$ cat config.mk
export PLATFORM = sky130hd
export DESIGN_NAME = relay_member_table_fanout_unit_flat
export DESIGN_NICKNAME = d
export VERILOG_FILES = /design/src/hdl/rmtf_pkg.sv /design/src/hdl/rmtf_in_if.sv /design/src/hdl/rmtf_out_if.sv /design/src/hdl/rmtf_cfg_if.sv /design/src/hdl/relay_member_table_fanout_unit.sv /design/src/flat_wrapper.sv
export VERILOG_INCLUDE_DIRS = /design/src /design/src/hdl
export SDC_FILE = /design/constraint.sdc
export NUM_CORES = 2
export LEC_CHECK = 0
export BUFFER_PORTS_ARGS = -buffer_cell sky130_fd_sc_hd__buf_2
export CORE_UTILIZATION = 36
export CTS_CLUSTER_SIZE = 12
export DETAILED_ROUTE_END_ITERATION = 6
export PLACE_DENSITY = 0.62
export SYNTH_ARGS = -nofsm -noshare
export SYNTH_HDL_FRONTEND = slang
export SYNTH_SLANG_ARGS = --single-unit
export TNS_END_PERCENT = 50
$ cat constraint.sdc
create_clock -name clk -period 6.5 [get_ports clk]
set_input_delay 0.975 -clock clk [delete_from_list [all_inputs] [get_ports clk]]
set_output_delay 0.975 -clock clk [all_outputs]
set_load 0.02 [all_outputs]
$ cat src/hdl/relay_member_table_fanout_unit_macros.svh
// Assertion macros for the relay member table.
`ifndef RELAY_MEMBER_TABLE_FANOUT_UNIT_MACROS_SVH
`define RELAY_MEMBER_TABLE_FANOUT_UNIT_MACROS_SVH
`ifndef SYNTHESIS
`define RMTF_ASSERT_SAME(label, ante, cons) \
  label: assert property (@(posedge clk) disable iff (!rst_n) (ante) |-> (cons)) \
    else $error("rmtf: assertion failed");
`define RMTF_ASSERT_NEXT(label, ante, cons) \
  label: assert property (@(posedge clk) disable iff (!rst_n) (ante) |=> (cons)) \
    else $error("rmtf: assertion failed");
`else
`define RMTF_ASSERT_SAME(label, ante, cons)
`define RMTF_ASSERT_NEXT(label, ante, cons)
`endif
`endif

$ cat src/hdl/rmtf_pkg.sv
`default_nettype none
package rmtf_pkg;

  typedef logic [1:0] status_t;

  localparam status_t ST_FWD  = 2'd0;
  localparam status_t ST_LONE = 2'd1;
  localparam status_t ST_FULL = 2'd2;
  localparam status_t ST_TICK = 2'd3;

  localparam logic CMD_PACKET = 1'b0;
  localparam logic CMD_TICK   = 1'b1;

  localparam logic [15:0] TIMEOUT_RESET = 16'd180;

  // one table row; valid bits live in flops outside the memory
  typedef struct packed {
    logic [31:0] ip;
    logic [15:0] port;
    logic [31:0] seen;
  } entry_t;

endpackage
`default_nettype wire

$ cat src/hdl/rmtf_in_if.sv
`default_nettype none
interface rmtf_in_if;
  logic        valid;
  logic        ready;
  logic        command;
  logic [31:0] src_ip;
  logic [15:0] src_port;

  modport source (output valid, output command, output src_ip, output src_port,
                  input ready);
  modport sink   (input valid, input command, input src_ip, input src_port,
                  output ready);
endinterface
`default_nettype wire

$ cat src/hdl/rmtf_out_if.sv
`default_nettype none
interface rmtf_out_if;
  logic        valid;
  logic        ready;
  logic [1:0]  status;
  logic [31:0] dest_ip;
  logic [15:0] dest_port;
  logic [3:0]  dest_slot;
  logic [3:0]  sender_slot;
  logic [4:0]  active_count;
  logic        last;

  modport source (output valid, output status, output dest_ip, output dest_port,
                  output dest_slot, output sender_slot, output active_count,
                  output last, input ready);
  modport sink   (input valid, input status, input dest_ip, input dest_port,
                  input dest_slot, input sender_slot, input active_count,
                  input last, output ready);
endinterface
`default_nettype wire

$ cat src/hdl/rmtf_cfg_if.sv
`default_nettype none
interface rmtf_cfg_if;
  logic        valid;
  logic        ready;
  logic [15:0] timeout_ticks;

  modport source (output valid, output timeout_ticks, input ready);
  modport sink   (input valid, input timeout_ticks, output ready);
endinterface
`default_nettype wire

$ cat src/hdl/relay_member_table_fanout_unit.sv
// Relay member table with fan-out.
// in_ch takes one item: a packet from (src_ip, src_port) or a time tick.
// out_ch gives the results: one per other valid member (status forward),
// or a single lone-member, table-full or tick-done result; last marks the
// final result of an item. cfg_ch writes timeout_ticks; it is always ready.
// One compare/age unit walks the table memory, one slot per cycle.
// A tick, a rejected packet or a lone member is handled by the table walk
// alone; a forwarded packet adds the fan-out walk after the lookup walk,
// over the same memory port.
// in_ch is ready only between items, so one item is in work at a time.
// A result sits in the output register until taken; while out_ch stalls
// the fan-out walk holds its slot. The next item may be accepted while the
// final result still waits.
// Reset clears all valid bits, the tick counter and the sequencer, and sets
// timeout_ticks to 180. Table memory is not cleared: valid bits gate it.
`default_nettype none
module relay_member_table_fanout_unit #(
  parameter int MEMBER_SLOTS = 16
) (
  input  logic       clk,
  input  logic       rst_n,
  rmtf_in_if.sink    in_ch,
  rmtf_out_if.source out_ch,
  rmtf_cfg_if.sink   cfg_ch
);
  import rmtf_pkg::*;

  `include "relay_member_table_fanout_unit_macros.svh"

  localparam int SLOT_W = $clog2(MEMBER_SLOTS);
  localparam int CNT_W  = $clog2(MEMBER_SLOTS + 1);
  localparam logic [SLOT_W-1:0] LAST_SLOT = SLOT_W'(MEMBER_SLOTS - 1);

  localparam logic [2:0] S_IDLE   = 3'd0;
  localparam logic [2:0] S_SCAN0  = 3'd1;
  localparam logic [2:0] S_SCAN   = 3'd2;
  localparam logic [2:0] S_DECIDE = 3'd3;
  localparam logic [2:0] S_FAN0   = 3'd4;
  localparam logic [2:0] S_FAN    = 3'd5;
  localparam logic [2:0] S_EMIT1  = 3'd6;

  logic [2:0]              state_r, state_nxt;
  logic                    cmd_r, cmd_nxt;
  logic [31:0]             ip_r, ip_nxt;
  logic [15:0]             port_r, port_nxt;
  logic [31:0]             now_r, now_nxt;
  logic [15:0]             timeout_r;
  logic [MEMBER_SLOTS-1:0] valid_r, valid_nxt;
  logic [SLOT_W-1:0]       idx_r, idx_nxt;
  logic                    match_v_r, match_v_nxt;
  logic [SLOT_W-1:0]       match_idx_r, match_idx_nxt;
  logic                    free_v_r, free_v_nxt;
  logic [SLOT_W-1:0]       free_idx_r, free_idx_nxt;
  logic [CNT_W-1:0]        cnt_r, cnt_nxt;
  logic [CNT_W-1:0]        sent_r, sent_nxt;
  logic [SLOT_W-1:0]       sender_r, sender_nxt;
  status_t                 st_r, st_nxt;

  entry_t                  mem [MEMBER_SLOTS];
  entry_t                  rd_q_r;
  logic [SLOT_W-1:0]       rd_addr;
  logic                    wr_en;
  logic [SLOT_W-1:0]       wr_addr;
  entry_t                  wr_data;

  logic                    out_valid_r;
  status_t                 out_status_r, ol_status;
  logic [31:0]             out_ip_r, ol_ip;
  logic [15:0]             out_port_r, ol_port;
  logic [3:0]              out_dslot_r, ol_dslot;
  logic [3:0]              out_sslot_r, ol_sslot;
  logic [4:0]              out_cnt_r;
  logic                    out_last_r, ol_last;
  logic                    out_load;
  logic                    out_free;

  logic                    in_fire;
  logic                    idx_last;
  logic [SLOT_W-1:0]       idx_inc;
  logic                    cur_v;
  logic [31:0]             age;
  logic                    expire;
  logic                    hit;
  logic                    is_dest;
  logic                    fan_last;
  logic [SLOT_W+3:0]       idx_ext;
  logic [SLOT_W+3:0]       sender_ext;
  logic [CNT_W+4:0]        cnt_ext;

  assign in_ch.ready  = (state_r == S_IDLE);
  assign in_fire      = in_ch.valid && in_ch.ready;
  assign cfg_ch.ready = 1'b1;

  assign idx_last = (idx_r == LAST_SLOT);
  assign idx_inc  = idx_last ? '0 : idx_r + SLOT_W'(1);
  assign cur_v    = valid_r[idx_r];
  assign age      = now_r - rd_q_r.seen;
  assign expire   = cur_v && (age > {16'd0, timeout_r});
  assign hit      = cur_v && (rd_q_r.ip == ip_r) && (rd_q_r.port == port_r);
  assign is_dest  = cur_v && (idx_r != sender_r);
  // last destination once sent + 1 reaches the other-member count
  assign fan_last = ({1'b0, sent_r} + (CNT_W+1)'(2)) == {1'b0, cnt_r};
  assign out_free = !out_valid_r || out_ch.ready;

  // slot numbers and counts are truncated to the field widths
  assign idx_ext    = {4'd0, idx_r};
  assign sender_ext = {4'd0, sender_r};
  assign cnt_ext    = {5'd0, cnt_r};

  always_comb begin
    state_nxt     = state_r;
    cmd_nxt       = cmd_r;
    ip_nxt        = ip_r;
    port_nxt      = port_r;
    now_nxt       = now_r;
    valid_nxt     = valid_r;
    idx_nxt       = idx_r;
    match_v_nxt   = match_v_r;
    match_idx_nxt = match_idx_r;
    free_v_nxt    = free_v_r;
    free_idx_nxt  = free_idx_r;
    cnt_nxt       = cnt_r;
    sent_nxt      = sent_r;
    sender_nxt    = sender_r;
    st_nxt        = st_r;
    rd_addr       = idx_r;
    wr_en         = 1'b0;
    wr_addr       = sender_r;
    wr_data       = '{ip: ip_r, port: port_r, seen: now_r};
    out_load      = 1'b0;
    ol_status     = ST_FWD;
    ol_ip         = 32'd0;
    ol_port       = 16'd0;
    ol_dslot      = 4'd0;
    ol_sslot      = 4'd0;
    ol_last       = 1'b0;

    case (state_r)
      S_IDLE: begin
        if (in_fire) begin
          cmd_nxt  = in_ch.command;
          ip_nxt   = in_ch.src_ip;
          port_nxt = in_ch.src_port;
          if (in_ch.command == CMD_TICK) begin
            now_nxt = now_r + 32'd1;
          end
          state_nxt = S_SCAN0;
        end
      end
      S_SCAN0: begin
        rd_addr     = '0;
        idx_nxt     = '0;
        match_v_nxt = 1'b0;
        free_v_nxt  = 1'b0;
        cnt_nxt     = '0;
        state_nxt   = S_SCAN;
      end
      S_SCAN: begin
        rd_addr = idx_inc;
        idx_nxt = idx_inc;
        if (cmd_r == CMD_TICK) begin
          if (expire) begin
            valid_nxt[idx_r] = 1'b0;
          end else if (cur_v) begin
            cnt_nxt = cnt_r + CNT_W'(1);
          end
        end else begin
          if (cur_v) begin
            cnt_nxt = cnt_r + CNT_W'(1);
          end
          if (hit && !match_v_r) begin
            match_v_nxt   = 1'b1;
            match_idx_nxt = idx_r;
          end
          if (!cur_v && !free_v_r) begin
            free_v_nxt   = 1'b1;
            free_idx_nxt = idx_r;
          end
        end
        if (idx_last) begin
          state_nxt = S_DECIDE;
        end
      end
      S_DECIDE: begin
        sent_nxt = '0;
        if (cmd_r == CMD_TICK) begin
          st_nxt     = ST_TICK;
          sender_nxt = '0;
          state_nxt  = S_EMIT1;
        end else if (match_v_r) begin
          sender_nxt = match_idx_r;
          wr_en      = 1'b1;
          wr_addr    = match_idx_r;
          st_nxt     = ST_LONE;
          state_nxt  = (cnt_r == CNT_W'(1)) ? S_EMIT1 : S_FAN0;
        end else if (free_v_r) begin
          sender_nxt            = free_idx_r;
          valid_nxt[free_idx_r] = 1'b1;
          wr_en                 = 1'b1;
          wr_addr               = free_idx_r;
          cnt_nxt               = cnt_r + CNT_W'(1);
          st_nxt                = ST_LONE;
          state_nxt             = (cnt_r == '0) ? S_EMIT1 : S_FAN0;
        end else begin
          st_nxt     = ST_FULL;
          sender_nxt = '0;
          state_nxt  = S_EMIT1;
        end
      end
      S_FAN0: begin
        rd_addr   = '0;
        idx_nxt   = '0;
        state_nxt = S_FAN;
      end
      S_FAN: begin
        if (!is_dest || out_free) begin
          rd_addr = idx_inc;
          idx_nxt = idx_inc;
          if (idx_last) begin
            state_nxt = S_IDLE;
          end
        end
        if (is_dest && out_free) begin
          out_load  = 1'b1;
          ol_status = ST_FWD;
          ol_ip     = rd_q_r.ip;
          ol_port   = rd_q_r.port;
          ol_dslot  = idx_ext[3:0];
          ol_sslot  = sender_ext[3:0];
          ol_last   = fan_last;
          sent_nxt  = sent_r + CNT_W'(1);
        end
      end
      S_EMIT1: begin
        if (out_free) begin
          out_load  = 1'b1;
          ol_status = st_r;
          ol_sslot  = sender_ext[3:0];
          ol_last   = 1'b1;
          state_nxt = S_IDLE;
        end
      end
      default: begin
        state_nxt = S_IDLE;
      end
    endcase
  end

  always_ff @(posedge clk) begin
    if (!rst_n) begin
      state_r     <= S_IDLE;
      now_r       <= 32'd0;
      timeout_r   <= TIMEOUT_RESET;
      valid_r     <= '0;
      out_valid_r <= 1'b0;
    end else begin
      state_r <= state_nxt;
      now_r   <= now_nxt;
      valid_r <= valid_nxt;
      if (cfg_ch.valid && cfg_ch.ready) begin
        timeout_r <= cfg_ch.timeout_ticks;
      end
      if (out_load) begin
        out_valid_r <= 1'b1;
      end else if (out_ch.ready) begin
        out_valid_r <= 1'b0;
      end
    end
  end

  always_ff @(posedge clk) begin
    cmd_r       <= cmd_nxt;
    ip_r        <= ip_nxt;
    port_r      <= port_nxt;
    idx_r       <= idx_nxt;
    match_v_r   <= match_v_nxt;
    match_idx_r <= match_idx_nxt;
    free_v_r    <= free_v_nxt;
    free_idx_r  <= free_idx_nxt;
    cnt_r       <= cnt_nxt;
    sent_r      <= sent_nxt;
    sender_r    <= sender_nxt;
    st_r        <= st_nxt;
    if (out_load) begin
      out_status_r <= ol_status;
      out_ip_r     <= ol_ip;
      out_port_r   <= ol_port;
      out_dslot_r  <= ol_dslot;
      out_sslot_r  <= ol_sslot;
      out_cnt_r    <= cnt_ext[4:0];
      out_last_r   <= ol_last;
    end
  end

  // table memory: one write port, one registered read port
  always_ff @(posedge clk) begin
    if (wr_en) begin
      mem[wr_addr] <= wr_data;
    end
    rd_q_r <= mem[rd_addr];
  end

  assign out_ch.valid        = out_valid_r;
  assign out_ch.status       = out_status_r;
  assign out_ch.dest_ip      = out_ip_r;
  assign out_ch.dest_port    = out_port_r;
  assign out_ch.dest_slot    = out_dslot_r;
  assign out_ch.sender_slot  = out_sslot_r;
  assign out_ch.active_count = out_cnt_r;
  assign out_ch.last         = out_last_r;

  `RMTF_ASSERT_NEXT(a_tick_advances, in_fire && (in_ch.command == CMD_TICK), now_r == $past(now_r) + 32'd1)
  `RMTF_ASSERT_SAME(a_no_load_idle, state_r == S_IDLE, !out_load)
  `RMTF_ASSERT_NEXT(a_fan_keeps_valid, state_r == S_FAN, valid_r == $past(valid_r))

endmodule
`default_nettype wire

$ cat src/flat_wrapper.sv
// flat-port wrapper written by rule: the top's interface ports become plain ports
module relay_member_table_fanout_unit_flat import rmtf_pkg::*;
#(
  parameter int MEMBER_SLOTS = 16
)
  (clk, rst_n, in_ch_valid, in_ch_command, in_ch_src_ip, in_ch_src_port, in_ch_ready, out_ch_valid, out_ch_status, out_ch_dest_ip, out_ch_dest_port, out_ch_dest_slot, out_ch_sender_slot, out_ch_active_count, out_ch_last, out_ch_ready, cfg_ch_valid, cfg_ch_timeout_ticks, cfg_ch_ready);
  rmtf_in_if in_ch_i ();
  rmtf_out_if out_ch_i ();
  rmtf_cfg_if cfg_ch_i ();
  input  logic clk;
  input  logic rst_n;
  input wire logic [$bits(in_ch_i.valid)-1:0] in_ch_valid;
  input wire logic [$bits(in_ch_i.command)-1:0] in_ch_command;
  input wire logic [$bits(in_ch_i.src_ip)-1:0] in_ch_src_ip;
  input wire logic [$bits(in_ch_i.src_port)-1:0] in_ch_src_port;
  output wire logic [$bits(in_ch_i.ready)-1:0] in_ch_ready;
  output wire logic [$bits(out_ch_i.valid)-1:0] out_ch_valid;
  output wire logic [$bits(out_ch_i.status)-1:0] out_ch_status;
  output wire logic [$bits(out_ch_i.dest_ip)-1:0] out_ch_dest_ip;
  output wire logic [$bits(out_ch_i.dest_port)-1:0] out_ch_dest_port;
  output wire logic [$bits(out_ch_i.dest_slot)-1:0] out_ch_dest_slot;
  output wire logic [$bits(out_ch_i.sender_slot)-1:0] out_ch_sender_slot;
  output wire logic [$bits(out_ch_i.active_count)-1:0] out_ch_active_count;
  output wire logic [$bits(out_ch_i.last)-1:0] out_ch_last;
  input wire logic [$bits(out_ch_i.ready)-1:0] out_ch_ready;
  input wire logic [$bits(cfg_ch_i.valid)-1:0] cfg_ch_valid;
  input wire logic [$bits(cfg_ch_i.timeout_ticks)-1:0] cfg_ch_timeout_ticks;
  output wire logic [$bits(cfg_ch_i.ready)-1:0] cfg_ch_ready;
  assign in_ch_i.valid = in_ch_valid;
  assign in_ch_i.command = in_ch_command;
  assign in_ch_i.src_ip = in_ch_src_ip;
  assign in_ch_i.src_port = in_ch_src_port;
  assign in_ch_ready = in_ch_i.ready;
  assign out_ch_valid = out_ch_i.valid;
  assign out_ch_status = out_ch_i.status;
  assign out_ch_dest_ip = out_ch_i.dest_ip;
  assign out_ch_dest_port = out_ch_i.dest_port;
  assign out_ch_dest_slot = out_ch_i.dest_slot;
  assign out_ch_sender_slot = out_ch_i.sender_slot;
  assign out_ch_active_count = out_ch_i.active_count;
  assign out_ch_last = out_ch_i.last;
  assign out_ch_i.ready = out_ch_ready;
  assign cfg_ch_i.valid = cfg_ch_valid;
  assign cfg_ch_i.timeout_ticks = cfg_ch_timeout_ticks;
  assign cfg_ch_ready = cfg_ch_i.ready;
  relay_member_table_fanout_unit #(.MEMBER_SLOTS(MEMBER_SLOTS)) u_core (.clk(clk), .rst_n(rst_n), .in_ch(in_ch_i), .out_ch(out_ch_i), .cfg_ch(cfg_ch_i));
endmodule
After elaboration in Yosys (flattened, before gate mapping):

Memories as Yosys holds them, arrays and structs flattened. A register that Yosys moved wholly into a read port is not among the register bits.
Cells that the tools add are included.

* add/subtract/negate cells: 6
* $lt $le $gt $ge: 5
* eq/ne operators: 27
* mux-type cells: 65
* bitwise logic cells: 4
* reductions and logical operators: 38

Operators with widths (number)
* 16-bit 2-to-1 mux: 5
* 4-bit 2-to-1 mux: 10
* 5-bit 2-to-1 mux: 7
* 32-bit by 1-bit adder with 32-bit output, second input constant: 1
* 32-bit equality test: 1
* 32-bit by 16-bit > comparator with 1-bit output: 1
* 16-bit case mux with 2 select lines: 1
* 32-bit subtractor: 1
* 3-bit 2-to-1 mux: 8
* 3-bit case mux with 7 select lines: 1
* 2-bit by 1-bit inequality test with 1-bit output, second input constant: 10
* 1-bit 2-to-1 mux: 18
* 16-bit bitwise AND: 1
* 16-bit equality test: 1
* 16-bit inverter: 1
* 16-bit OR: 1
* 5-bit case mux with 3 select lines: 1
* 3-bit AND reduction: 5
* 4-bit case mux with 3 select lines: 1
* 5-bit by 1-bit adder with 5-bit output, second input constant: 2
* 1-bit logical AND: 10
* 4-bit by 5-bit less-than comparator with 1-bit output, second input constant: 2
* 5-bit case mux with 2 select lines: 1
* 5-bit AND reduction: 2
* 27 further kinds: 53

* flip-flop bits (word level): 211
* bits in writable memories: 1280
* input bits: 70
* logic and storage cells: 171
* memories kept: 1

Memory list
* u_core.mem: words 16, bits a word 80, rd ports 1, clocked after Yosys merged registers in 1, write ports 1, line relay_member_table_fanout_unit.sv:59 `entry_t mem [MEMBER_SLOTS];`

Logic depth before layout (Yosys ltp):

* word-level depth: 9
* mapped depth: 22
* gate-level depth less buffers: 22

Worst setup path before layout:

Ideal clock, no wire load.

* path kind: reg2reg
* start: register u_core.state_r[1]
* end: memory u_core.mem[4][0] (netlist bit) (enable)
* data arrival time: 5.638 ns
* data required time: 5.981 ns
* path slack: 0.343 ns
* cell stages (with the launch flop): 10
* period minus slack after synthesis: 6.157 ns
* cells stage by stage: dfxtp_1 > buf_1 > clkbuf_1 > nand2_1 > nor2_1 > buf_1 > nand2_1 > a22oi_1 > nand4_1 > nor2_1

* word-level cells in the longest chain between the ends: 4

RTL lines
* start: declaration: line relay_member_table_fanout_unit.sv:42 `logic [2:0] state_r, state_nxt;`
* start signal: assignment: line relay_member_table_fanout_unit.sv:257 `state_r <= state_nxt;`
* 3-bit by 2-bit equality test with 1-bit output (*): line relay_member_table_fanout_unit.sv:138 `case (state_r)`
* 1-bit 2-to-1 mux: line relay_member_table_fanout_unit.sv:138
* 1-bit 2-to-1 mux: line relay_member_table_fanout_unit.sv:297 `if (wr_en) begin`
* 1-bit 2-to-1 mux (implied by the code): line relay_member_table_fanout_unit.sv:298 `mem[wr_addr] <= wr_data;`
* end: declaration: line relay_member_table_fanout_unit.sv:59

Every way passes the cells marked *; elsewhere a longest branch is shown, timed or not.

Final worst setup path:

* start: register u_core.now_r[0]
* end: register u_core.cnt_r[2] (enable)

* word-level cells in the longest chain between the ends: 5

RTL lines
* start: declaration: line relay_member_table_fanout_unit.sv:46 `logic [31:0] now_r, now_nxt;`
* start signal: assignment: line relay_member_table_fanout_unit.sv:258 `now_r <= now_nxt;`
* 32-bit subtractor: line relay_member_table_fanout_unit.sv:97 `assign age = now_r - rd_q_r.seen;`
* 32-bit by 16-bit > comparator with 1-bit output: line relay_member_table_fanout_unit.sv:98 `assign expire = cur_v && (age > {16'd0, timeout_r});`
* 1-bit logical AND: line relay_member_table_fanout_unit.sv:98
* 3-bit inequality test (no line)
* 5-bit AND reduction (no line)
* end signal: assignment: line relay_member_table_fanout_unit.sv:280 `cnt_r <= cnt_nxt;`
* end: declaration: line relay_member_table_fanout_unit.sv:54 `logic [CNT_W-1:0] cnt_r, cnt_nxt;`

No other way between the ends.
A chain may end at the register's enable or synchronous reset.

==> results by stage <==
Worst setup path:
- The worst-case reg-to-reg path depth is 18.
- Along the worst path, the maximum fanout reaches 19.
- In this design, the stage delay of the slowest critical-path cell is 0.66 ns.
- Counting stages on the worst path, the most repeated cell is nand4_1.
- The cell family contributing the most delay on the critical path is simple AND/OR/NAND/NOR gates.
- For the worst setup path, the data arrival time is 5.99 ns.
- On the critical path, the stage with the largest delay is an instance of dfxtp_1.
- The worst setup path is launched from a flop.
- The number of stages on the worst setup path is 18.
- Traced cell by cell, the critical path runs through inv_1, ha_1, fa_1, nand2b_1, a21oi_1, nor2_1, o31ai_1, nor2_1, xnor2_1, ha_1, nand4_1, or4_1, o21ai_0, nand4_1, nor4_1, nand4_1, nand2_1, a32o_1.
- The worst setup path is captured at a flop.
- The critical path class is reg -> reg.
- The required time reported for the critical path endpoint is 6.94 ns.
- Together, buffers and inverters on the worst path number 1.

Drt:
- The detailed route wirelength on metal3 is 11.0 mm.
- The total via count after detailed routing is 37900.
- The violation count after the first detailed-route iteration is 4043.
- The number of search-and-repair iterations in the first detailed-routing pass is 5.
- The highest metal layer with signal wires is met5.
- After detailed routing, the number of remaining DRC violations is 0.
- Once detail routing completed, the nets flagged for antenna violations numbered 0.
- The met1 routed wirelength after detailed routing is between 60 and 70 mm.
- The final layout contains routed wiring with a total length of 160 mm.
- After detailed routing, the average wire length per cell comes to 22.5 um.
- The number of vias per cell after detailed routing is 5.32.
- The routed design uses 75.2 mm of met2 wire.

STA:
- The count of endpoints failing hold in the final timing report is 0.
- The clock skew is 0.0513 ns.
- The transition at the pin with the smallest max-transition slack is about 1.1 ns.
- The setup TNS is 0 ns.
- The max-slew violation count came to 0.
- After layout, the worst path uses 85.3% of the clock period.
- Derived from the worst setup path, the maximum achievable clock frequency is roughly 180 MHz.
- Measured against its own limit, the worst slew margin works out to a little under a quarter.
- After layout, the minimum clock period comes to about 5.5 ns.
- Setup repair after global routing left no endpoint under its margin.
- After layout, the worst setup slack is 0.958 ns.
- Setup violations remaining at the end of the flow were counted as 0.

Synthesis:
- The mapped netlist covers 62900 um2.
- The number of warning messages in the yosys log is 0.
- The flip-flop cell with the highest count after synthesis is edfxtp_1.
- The sequential-to-total area share from yosys stat is 72.6%.
- The synthesized net count is about 4700.
- The distinct cell type count of the synthesized netlist is 64.
- Counting flops with a built-in enable in the synthesized netlist gives 1419.
- The async set or reset register ratio after synthesis is 0%.
- Synthesis handed over a netlist of between 4000 and 5000 instances.
- The post-synthesis area per instance is approximately 14 um2.
- The count of state elements after synthesis is 1571.

Final layout:
- The layout filler cell count is 15700.
- The layout overhead on the synthesized area is 13.6%.
- The number of nets in the layout is 4783.
- Leaving out fill and tap cells, the most frequent cells in the layout are 1419 x edfxtp_1, 811 x nand2_1, 328 x a31oi_1.
- The share of cells above drive strength 1 is 9.11%.
- The library cell used most frequently in the layout, excluding fill and tap cells, is edfxtp_1.
- The final design utilization is 41.1%.
- The count of placed standard cells in the final layout, fillers left out is slightly above 7000.

Hold path:
- The worst hold path cell count is 1.
- The class of the tightest hold or removal check is in -> reg.

Clock tree:
- The H-tree was split into 4 levels.
- TritonCTS built the clock tree.
- TritonCTS created 160 clock buffers.
- The clock edge transition at the registers on the reported setup and hold paths is 0.06 ns.
- The buffer cell driving the clock tree root is clkbuf_16.
- The number of buffers on the longest clock path is 3.
- Counting every sink on the clock net gives between 1500 and 2000.
- The number of hold buffers added after cts is 0.
- The post-CTS setup buffer count is 0.
- At the later pin of the worst-skew pair, clock insertion delay measures 0.81 ns.
- The post-cts sizing count is 0.

Place:
- Input and output buffers added on the ports amount to about 140.
- The worst-case setup slack after placement is between 0.9 and 1 ns.
- The congestion estimate from routability-driven global placement came to 0.828.
- The HPWL after detailed placement is 79.0 mm.
- Including well taps, the total number of placed cells is 6818.

Global routing:
- The global-route wire length before repair is approximately 240 mm.
- The number of global-route vias before repair is roughly 36000.
- Entering global routing, the biggest net connects 149 pins.
- Global routing finished with a remaining overflow of 0.
- Global routing used 17.9% of the available tracks across all layers.
- The initial antenna violation count is 9.

Floorplan:
- For this design the top-level I/O count stands at between 100 and 150.
- The row count is between 150 and 200.
- The area enclosed by the die boundary is 176000 um2.
- The initial utilization of the core area, before any placement, comes to 36.2%.
- The core area is between 150000 and 200000 um2.
- The die span in x is 420 um.
- The die is ~420 um tall.

Power:
- The leakage power summed over all cells is 23.0 nW.
- The switching share of total power is 31.6%.
- The share of total power dissipated in sequential elements is about 43%.
- Of the total power, the clock network draws between 30% and 40%.
- Cell internal power was estimated by the tool at between 15 and 20 mW.
- The worst voltage drop across the vdd grid is around 390 uV.
- For this design the ratio of total power to cell area is 389 nW/um2.
- In this run, the combinational gates consume 24.4% of the power.
- Summing internal, switching and leakage power gives 27.8 mW.
- The switching power of the nets is 8.78 mW.

Run:
- Across the run, the number of max-cap violations was 0.

Outcome:
- The flow ran to the end, and the final reports show no timing, DRC or antenna violations.
==> state kept, by name, indices dropped and copies added (netlist names), 5 cells and up <==
name / count
u_core.cnt_r: 5
u_core.out_ch.dest_ip: 32
u_core.port_r: 16
u_core.valid_r: 16
u_core.out_ch.active_count: 5
u_core.ip_r: 32
u_core.now_r: 32
u_core.rd_q_r: 80
u_core.mem: 1280
u_core.timeout_r: 16
u_core.out_ch.dest_port: 16
u_core.sent_r: 5
==> routing by layer <==
layer | track usage [%] | vias to the layer above
met3 | 2.99 | 234
met2 | 28.6 | 1341
met4 | 4.87 | 8
met1 | 25.0 | 18900
met5 | 0 | -
li1 | - | 17400
==> synth_stat cells (6+ instances only) <==
master / n / share of area [%]
a21oi_1: 59 / 0.47
o211ai_1: 12 / 0.14
a22oi_1: 167 / 2.0
o21a_1: 6 / 0.072
clkbuf_1: 184 / 1.1
nor4_1: 14 / 0.14
edfxtp_1: 1419 / 68
and2_1: 169 / 1.7
nor2b_1: 33 / 0.33
buf_1: 12 / 0.072
and2_0: 229 / 2.3
ha_1: 57 / 1.1
nand2_1: 811 / 4.8
dfxtp_1: 152 / 4.8
or3_1: 13 / 0.13
nand4_1: 27 / 0.27
nand2b_1: 14 / 0.14
a21boi_0: 9 / 0.11
a211oi_1: 321 / 3.8
nand3_1: 21 / 0.17
o21ai_0: 52 / 0.41
mux2i_1: 17 / 0.27
xnor2_1: 57 / 0.79
nor2_1: 87 / 0.52
inv_1: 67 / 0.40
a31oi_1: 328 / 3.3
and3_1: 19 / 0.19
a21o_1: 6 / 0.072
xor2_1: 51 / 0.71
buf_2: 82 / 0.65
nor3_1: 22 / 0.18
==> path summary, 6_finish.rpt <==
check / to / slack [ns] / start
setup / recovery: u_core.cnt_r[2] / 0.96 / u_core.now_r[0]
hold / removal: u_core.port_r[7] / 0.34 / in_ch_src_port[7]
setup reg to reg: u_core.cnt_r[2] / 0.96 / u_core.now_r[0]
hold reg to reg: u_core.valid_r[15] / 0.51 / u_core.valid_r[15]
==> final cells by class <==
| cell class | instances | area (um2) | area share (%) |
|---|---|---|---|
| Sequential cell | 1571 | 45700 | 63.9 |
| Tap cell | 2325 | 2910 | 4.07 |
| Clock buffer | 255 | 4590 | 6.43 |
| Antenna cell | 1 | 2.50 | 0.00350 |
| Timing Repair Buffer | 190 | 1510 | 2.12 |
| Clock inverter | 37 | 534 | 0.748 |
| Inverter | 70 | 272 | 0.380 |
| Multi-Input combinational cell | 2662 | 15900 | 22.3 |
==> power groups by stage <==
| stage | sequential [mW] | clock [mW] | combinational [mW] |
|---|---|---|---|
| after detailed placement | 12.3 | 0 | 6.75 |
| final | 12.1 | 8.95 | 6.76 |
| after floorplan | 12.0 | 0 | 5.12 |
| after global routing | 12.1 | 9.47 | 7.53 |
| after global placement | 12.2 | 0 | 6.67 |
| after CTS | 12.1 | 9.09 | 6.79 |
==> logic make-up (layout without fill, tap and decap cells) <==
| family | Yosys count | after routing | synth area share [%] |
|---|---|---|---|
| flops | 1571 | 1571 | 72.6 |
| buf+inv | 354 | 552 | 2.33 |
| mux | 22 | 22 | 0.450 |
| other cells | 1 | 2 | 0.00596 |
| compound gates | 1002 | 1002 | 10.9 |
| fa+ha+maj | 58 | 58 | 1.17 |
| xor+xnor | 108 | 108 | 1.50 |
| simple gates | 1471 | 1471 | 11.0 |
==> worst reg2reg max path: cells and delay by family, from the launching register on <==
family	cells	cell delay [ns]
xor gates and xnor gates	1	0.15
and+or+nand+nor	9	2.18
AOI/OAI and AO/OA	4	1.10
buffers and inverters	1	0.16
DFF	1	0.66
adders and majority gates	3	0.96
==> metrics by stage <==
stage               instance area [um2]  hold slack, ns
floorplan                         62900           0.455
global route                      71400           0.309
finish                            71400           0.342
detailed placement                66300           0.484
global placement                  66300           0.491
CTS                               71400           0.292
Note: power is estimated with default switching activity, not from simulation.
